File: src/rtl/fic_pkg.sv
// ----------------------------------------------------------------------------
// fic_pkg: shared types and constants for the binary64 / int64 converter.
// Holds the command codes, the input and result beat structs and constants.
// ----------------------------------------------------------------------------
package fic_pkg;

	typedef enum logic [1:0] {
		CMD_DBL_TO_SIGNED   = 2'd0,
		CMD_DBL_TO_UNSIGNED = 2'd1,
		CMD_SIGNED_TO_DBL   = 2'd2,
		CMD_UNSIGNED_TO_DBL = 2'd3
	} cmd_t;

	typedef struct packed {
		logic [1:0]  command;
		logic [63:0] operand;
		logic [6:0]  source_width;
	} in_beat_t;

	typedef struct packed {
		logic [63:0] converted;
		logic        width_refused;
	} out_beat_t;

	localparam logic [51:0] FRAC_MASK = 52'hF_FFFF_FFFF_FFFF;
	localparam logic [63:0] TOP_BIT   = 64'h8000_0000_0000_0000;
	localparam logic [10:0] EXP_UNIT  = 11'd1075;
	localparam logic [10:0] EXP_SAT   = 11'd1086;

endpackage

File: src/rtl/fic_int_to_dbl.sv
// ----------------------------------------------------------------------------
// fic_int_to_dbl: signed 64-bit integer to binary64.
// Leading-zero count, normalising shift and round to nearest, ties to even.
// ----------------------------------------------------------------------------
module fic_int_to_dbl (
	input  logic [63:0] value,
	output logic [63:0] result
);
	import fic_pkg::*;

	logic        sgn;
	logic [63:0] mag;
	logic [5:0]  lz;
	logic [63:0] norm;
	logic [52:0] man;
	logic        up;
	logic [10:0] ex;

	// Priority search for the leading one; a plain encoder, not a serial chain.
	always_comb begin
		lz = 6'd63;
		for (int i = 0; i < 64; i++) begin
			if (mag[i]) begin
				lz = 6'(63 - i);
			end
		end
	end

	assign sgn  = value[63];
	assign mag  = sgn ? (~value + 64'd1) : value;
	assign norm = mag << lz;
	assign up   = norm[10] & ((|norm[9:0]) | norm[11]);
	assign man  = {1'b0, norm[62:11]} + {52'd0, up};
	assign ex   = EXP_SAT - {5'd0, lz} + {10'd0, man[52]};

	always_comb begin
		if (value == 64'd0) begin
			result = 64'd0;
		end else begin
			result = {sgn, ex, man[51:0]};
		end
	end

endmodule

File: src/rtl/fp64_integer_convert.sv
// ----------------------------------------------------------------------------
// fp64_integer_convert: binary64 <-> 64-bit integer conversion unit.
// A beat taken at one edge appears on the result ports, marked by done,
// during the following cycle. Throughput is one beat per cycle, set by the
// single register stage; busy is held low throughout since the receiver
// cannot stall. Reset clears only the done strobe.
// ----------------------------------------------------------------------------
module fp64_integer_convert (
	input  logic               clk,
	input  logic               arst_n,
	input  logic               start,
	output logic               busy,
	input  fic_pkg::in_beat_t  in_beat,
	output logic               done,
	output fic_pkg::out_beat_t out_beat
);
	import fic_pkg::*;

	logic        sgn;
	logic [10:0] e;
	logic [52:0] sig;
	logic [63:0] mag;
	logic [63:0] d2s;
	logic [63:0] d2u;
	logic [63:0] i2d_src;
	logic [63:0] i2d_res;
	logic [63:0] wmask;
	logic        refuse;
	logic [10:0] amt;
	out_beat_t   res;
	out_beat_t   out_q;
	logic        done_q;

	// The shared integer-to-double path serves both signed and masked sources.
	fic_int_to_dbl u_i2d (
		.value  (i2d_src),
		.result (i2d_res)
	);

	assign sgn = in_beat.operand[63];
	assign e   = in_beat.operand[62:52];
	assign sig = {(e != 11'd0), in_beat.operand[51:0]};

	// Truncating double to signed; right shifts beyond 63 clamp to 63.
	always_comb begin
		if (e >= EXP_UNIT) begin
			amt = e - EXP_UNIT;
			mag = {11'd0, sig} << amt[3:0];
		end else begin
			amt = EXP_UNIT - e;
			if (amt > 11'd63) begin
				amt = 11'd63;
			end
			mag = {11'd0, sig} >> amt[5:0];
		end
		if (e >= EXP_SAT) begin
			d2s = TOP_BIT;
		end else begin
			d2s = sgn ? (~mag + 64'd1) : mag;
		end
	end

	// The positive band at exponent 1086 lies above the signed range.
	assign d2u = (!sgn && e == EXP_SAT) ? {1'b1, in_beat.operand[51:0], 11'd0} : d2s;

	assign refuse  = (in_beat.source_width == 7'd0) || (in_beat.source_width >= 7'd64);
	assign wmask   = (64'd1 << in_beat.source_width[5:0]) - 64'd1;
	assign i2d_src = (in_beat.command == CMD_UNSIGNED_TO_DBL) ?
			(in_beat.operand & wmask) : in_beat.operand;

	always_comb begin
		res = '0;
		unique case (cmd_t'(in_beat.command))
			CMD_DBL_TO_SIGNED:   res.converted = d2s;
			CMD_DBL_TO_UNSIGNED: res.converted = d2u;
			CMD_SIGNED_TO_DBL:   res.converted = i2d_res;
			CMD_UNSIGNED_TO_DBL: begin
				res.width_refused = refuse;
				res.converted     = refuse ? 64'd0 : i2d_res;
			end
			default:             res = '0;
		endcase
	end

	always_ff @(posedge clk or negedge arst_n) begin
		if (!arst_n) begin
			done_q <= 1'b0;
		end else begin
			done_q <= start;
		end
	end

	always_ff @(posedge clk) begin
		if (start) begin
			out_q <= res;
		end
	end

	assign busy     = 1'b0;
	assign done     = done_q;
	assign out_beat = out_q;

endmodule

File: config.mk
export PLATFORM = sky130hd
export DESIGN_NAME = fp64_integer_convert
export DESIGN_NICKNAME = d
export VERILOG_FILES = /design/src/rtl/fic_pkg.sv /design/src/rtl/fic_int_to_dbl.sv /design/src/rtl/fp64_integer_convert.sv
export SDC_FILE = /design/constraint.sdc
export NUM_CORES = 1
export LEC_CHECK = 0
export ABC_AREA = 1
export BUFFER_PORTS_ARGS = -buffer_cell sky130_fd_sc_hd__buf_2
export CAP_MARGIN = 20
export CELL_PAD_IN_SITES_DETAIL_PLACEMENT = 0
export CELL_PAD_IN_SITES_GLOBAL_PLACEMENT = 2
export CORE_MARGIN = 2
export CORE_UTILIZATION = 34
export CTS_CLUSTER_SIZE = 14
export DETAILED_ROUTE_END_ITERATION = 16
export HOLD_SLACK_MARGIN = 0.06
export PLACE_DENSITY_LB_ADDON = 0.1
export SKIP_CTS_REPAIR_TIMING = 1
export SYNTH_ARGS = -nofsm -noshare
export SYNTH_HDL_FRONTEND = slang
export SYNTH_SLANG_ARGS = --single-unit
File: constraint.sdc
create_clock -name clk -period 1 [get_ports clk]
set_input_delay 0.15 -clock clk [delete_from_list [all_inputs] [get_ports clk]]
set_output_delay 0.15 -clock clk [all_outputs]
set_load 0.05 [all_outputs]
== Word-level counts from Yosys, hierarchy flattened ==
Cells that the tools add are included.

* Add/sub/neg operators: 8
* Order comparisons: 4
* Equal/unequal tests: 4
* Shift operators: 4
* Mux-type cells: 74
* Bitwise gates (word level): 5
* Reduce and logical (&&, ||, !) cells: 8

{| class="wikitable"
|+ Operators by type and width
! cell !! number
|-
| 64-bit 2-to-1 mux || 8
|-
| 64-bit one-hot mux with 4 select lines || 1
|-
| 6-bit 2-to-1 mux || 34
|-
| 64-bit by 1-bit adder with 64-bit output (second input constant) || 2
|-
| 64-bit inverter || 2
|-
| 5-bit 2-to-1 mux || 16
|-
| 64-bit bitwise AND || 1
|-
| 64-bit zero test || 1
|-
| 1-bit by 6-bit left shift with 64-bit output (first input constant) || 1
|-
| 53-bit by 4-bit left shift with 64-bit output || 1
|-
| 64-bit by 6-bit left shift with 63-bit output || 1
|-
| 53-bit by 6-bit >> shifter with 64-bit output || 1
|-
| 64-bit by 1-bit subtractor with 64-bit output (second input constant) || 1
|-
| 52-bit by 1-bit adder with 53-bit output || 1
|-
| 4-bit 2-to-1 mux || 8
|-
| 11-bit >= comparator (second input constant) || 2
|-
| 3-bit 2-to-1 mux || 4
|-
| 11-bit by 1-bit adder with 11-bit output || 1
|-
| 11-bit == test (second input constant) || 1
|-
| 11-bit by 6-bit > comparator with 1-bit output (second input constant) || 1
|-
| 11-bit nonzero test || 1
|-
| 11-bit subtractor (first input constant) || 1
|-
| 11-bit by 6-bit subtractor with 11-bit output (first input constant) || 1
|-
| 10-bit OR reduction || 1
|-
| 13 further kinds || 15
|}

* Register bits after elaboration: 66
* Input port bits: 76
* Output and inout bits: 67

== Logic depth before layout (Yosys ltp) ==
* Depth after elaboration: 79
* Mapped depth: 103
* Gate-level depth less buffers: 102

== Cells and area by module ==
From an unflattened synthesis, not the netlist that was laid out.

* Cells, all modules: 4658
* Area, all modules: 24041.8 um^2

{| class="wikitable"
|+ By module, submodules not included
! module !! times used !! cells an instance !! area each (um^2) !! sequential area each (um^2)
|-
| fp64_integer_convert || 1 || 2742 || 15192.1 || 1976.9
|-
| fic_int_to_dbl || 1 || 1916 || 8849.7 || 0.0
|}

== Least setup slack after synthesis ==
OpenSTA, ideal clock, no wires.

* Path type: input port to flip-flop
* Start point: input port in_beat[2] (netlist bit)
* End point: register out_q (netlist bit out_beat[58]) (data pin)
* Library setup time: 0.270 ns
* Data arrival time: 7.777 ns
* Required time: 0.730 ns
* Setup slack: -7.048 ns
* Stages on the path: 76
* Buffers on the path: 2
* Path through: buf_6 > nor2_2 > nand4_2 > ha_1 > inv_1 > o21ai_0 > nand2_1 > clkinv_1 > nand2_1 > inv_2 > nand3_2 > inv_2 > nand2_2 > nor2_4 > inv_2 > nor2_4 > nand4_2 > nand3b_4 > (+40 left out) > a211oi_1 > ha_1 > nand2_1 > nor2_1 > nand2_1 > nor2_4 > nand3_1 > nor3_1 > nand3_1 > ha_1 > nand2_1 > nor3_1 > inv_1 > nor2_1 > nand2_1 > nand2_1 > a211oi_1 > a21oi_1

{| class="wikitable"
|+ RTL lines
! what !! line !! RTL
|-
| start, declared || fp64_integer_convert.sv:13 || <nowiki>input fic_pkg::in_beat_t in_beat,</nowiki>
|-
| end signal, assigned || fp64_integer_convert.sv:95 || <nowiki>out_q <= res;</nowiki>
|-
| end, declared || fp64_integer_convert.sv:31 || <nowiki>out_beat_t out_q;</nowiki>
|}

==> impl_results.md <==
* CTS Buffer Depth at 2
* Syn Inst Count at 4390
* Static Leak at 19.1 nW
* Core box area at 0.0647 mm²
* Vias/cell at 5.41
* Area of placed instances at 0.0347 mm²
* P&R area growth vs syn at 67.0%
* 1st-pass router iterations at 6
* Warnings, synthesis at 0
* Post-synthesis cell area at 0.0223 mm²
* Row cnt at 93
* Setup violators final at 131
* Startpoint class of the critical path: input port
* RSZ-0062 raised after global routing: yes
* Share of the synthesized area in the top cell type at 0.207
* Setup crit start: in_beat[1]
* Layout cells sized above 1 at 0.373
* Sw Ratio at 0.532
* Worst path slowest cell: nor4_4
* CTS Buf Count at 9
* Area contributors post-synth: nand2_1 21%, nand3_1 15%, o21ai_0 10%
* Main synth FF type: edfxtp_1
* Maximum clock rate at 125 MHz
* Vias at 35800
* Min Clock Period, post-route at 8.02 ns
* Final WS setup at -7.02 ns
* DRT iter0 DRCs at 4327
* Initial Util at 0.345
* Post-route ant nets at 0
* Total grt overflow at 0
* CTS tree: done
* Sequential power share at 0.086
* Int Power at 0.0206 W
* Nets at 5850
* Largest net degree at the start of global routing at 110
* Clk slew on worst S/H paths at 0.06 ns
* Total chip power at 0.0440 W
* Vias in the first global route at 32100
* Dominant cell type by area after synthesis: nand2_1
* CTS HTree Levels at 3
* Pwr Density at 1180 mW/mm²
* DRC errors left at 0
* Worst Hold Class: input port to asynchronous set/reset pin
* Clk root buf: clkbuf_16
* Boundary Pins at 143
* Sink Count at 66
* Worst setup EP type: flop
* EDFF count, synth at 65
* #FFs+latches synth at 66
* Slew headroom at 0.333
* Initial antenna violation count at 5
* Dpl hpwl at 113000 µm
* Status: finished, violations left
* Part of the cycle the worst path needs at 8.02
* Chip Width at 260 µm
* Gate power share at 0.834
* CP max stage delay at 0.30 ns
* Worst vdd ir at 0.829 mV
* Hold Fails Final Rpt at 0
* Unique cell type count in the Yosys netlist at 69
* Design area at 0.0373 mm²
* Die area at 0.0677 mm²
* Failing checks: negative setup slack
* Post-synth ARST share at 0.0152
* WL final at 136000 µm
* Drt wl/cell at 20.5 µm
* Post-layout util at 0.576
* Max Transition Viols Final at 0
* Critical path class: input port to flop
* NetSw at 0.0234 W
* Cell mode on critical path: nand2_1
* Worst Path Arrival at 8.10 ns
* CP max FO at 14
* Clock network power share at 0.079
* Synth Net Count at 4476
* Die Ht at 260 µm
* Global-route wire length before repair at 195000 µm
* Mapped Avg Cell Area at 5.08 µm²
* WP data required at 1.08 ns
* Max_cap viols at 0
* Pre-CTS WS at -7.43 ns
* Critical Path Sink: out_beat[58]
* Total GRT Usage at 0.379
* Fin Setup TNS at -426.14 ns
* IO Port Bufs at 141
* Gpl congestion at 1.11
* Worst-margin pin slew at 1.00 ns
* Post-synthesis sequential area ratio at 0.0886
power by group through the flow:
| stage | registers [W] | logic (W) | clock network, W |
|---|---|---|---|
| 2_1_floorplan | 0.00535 | 0.0146 | 0 |
| 3_3_place_gp | 0.00380 | 0.0324 | 0 |
| 3_5_place_dp | 0.00382 | 0.0326 | 0 |
| 4_1_cts | 0.00376 | 0.0327 | 0.00352 |
| 5_1_grt | 0.00384 | 0.0391 | 0.00361 |
| 6_report | 0.00380 | 0.0367 | 0.00348 |
critical path, delay by kind of cell:
kind / cells / cell delay [ns]
buffers and inverters: 14 / 1.04
adder cells (fa/ha/maj): 2 / 0.48
AO/OA/AOI/OAI: 4 / 0.66
AND/OR/NAND/NOR: 62 / 5.59
XOR/XNOR: 1 / 0.16
worst min-delay path by stage:
stage,end,slack [ns],cells past startpoint
floorplan,done,-0.15,0
global placement,done,-0.07,1
detailed placement,done,-0.07,1
CTS,done,-0.44,1
global route,done,0.12,2
finish,done,0.11,2
kinds of logic (layout without fill, tap and decap cells):
family                   after synthesis  after routing  synth area share
AO/OA/AOI/OAI                        803            803             0.197
XOR/XNOR                              63             63            0.0257
adder cells (fa/ha/maj)               10             10           0.00561
buffers and inverters                752           2126             0.133
flip-flops                            66             66            0.0886
multiplexers                          70             70            0.0314
other                                  1              2          0.000168
AND/OR/NAND/NOR                     2625           2630             0.518
layout by cell type (no fill, tap or decap), drive strengths merged, types with 18 or more instances in the layout:
cell / n
nand3: 682
nand4: 59
o211ai: 45
nand2: 1269
nor4: 18
xor2: 59
a21oi: 160
buf: 1602
or2: 27
nor2: 458
mux2i: 70
o21ai: 478
inv: 495
nor3: 92
o22ai: 46
edfxtp: 65
cell type report:
| class | instances | area, µm² |
|---|---|---|
| antenna | 1 | 2.50 |
| clock buffer | 11 | 243 |
| clock inverter | 5 | 77.6 |
| fill | 6778 | 27400 |
| inverter | 505 | 1940 |
| multi-input combinational | 3577 | 19400 |
| sequential | 66 | 1980 |
| tap | 855 | 1070 |
| timing repair buffer | 1605 | 12500 |
layer usage:
metal  share of wire  track usage  wire, µm
met1            0.42        0.523     57400
met2            0.42        0.579     56900
met3            0.10       0.0597     13700
met4           0.057        0.171      7740
met5        0.000088            0        12
stage by stage:
step           std cells  hold slack, ns
2_1_floorplan       4390          -0.146
3_3_place_gp        6554         -0.0748
3_5_place_dp        6554         -0.0734
4_1_cts             6570          -0.442
5_1_grt             6624           0.124
6_report            6625           0.108
sequential cells by signal, indices dropped and copies added (netlist names):
| name | cells |
|---|---|
| out_beat | 65 |
| done | 1 |
synthesized netlist by cell type (5+ instances only):
master,n
nand4_2,5
nand4_1,54
buf_4,7
o211ai_1,45
ha_1,10
a21oi_1,160
nand3_2,12
nor2_2,25
nor2_1,424
nor4_1,18
clkbuf_1,137
nand3_1,670
buf_1,46
edfxtp_1,65
a31oi_1,14
inv_2,31
clkinv_1,7
o31ai_1,15
o21ai_1,23
nor3_1,86
nor2_4,8
buf_2,51
xor2_1,56
o21ai_0,451
nand3b_1,11
mux2i_1,70
or2_2,23
o22ai_1,46
nand2_1,1232
a22oi_1,5
nand2_2,30
inv_1,467
o21a_1,9
No activity file was read; power rests on OpenSTA's default activity.
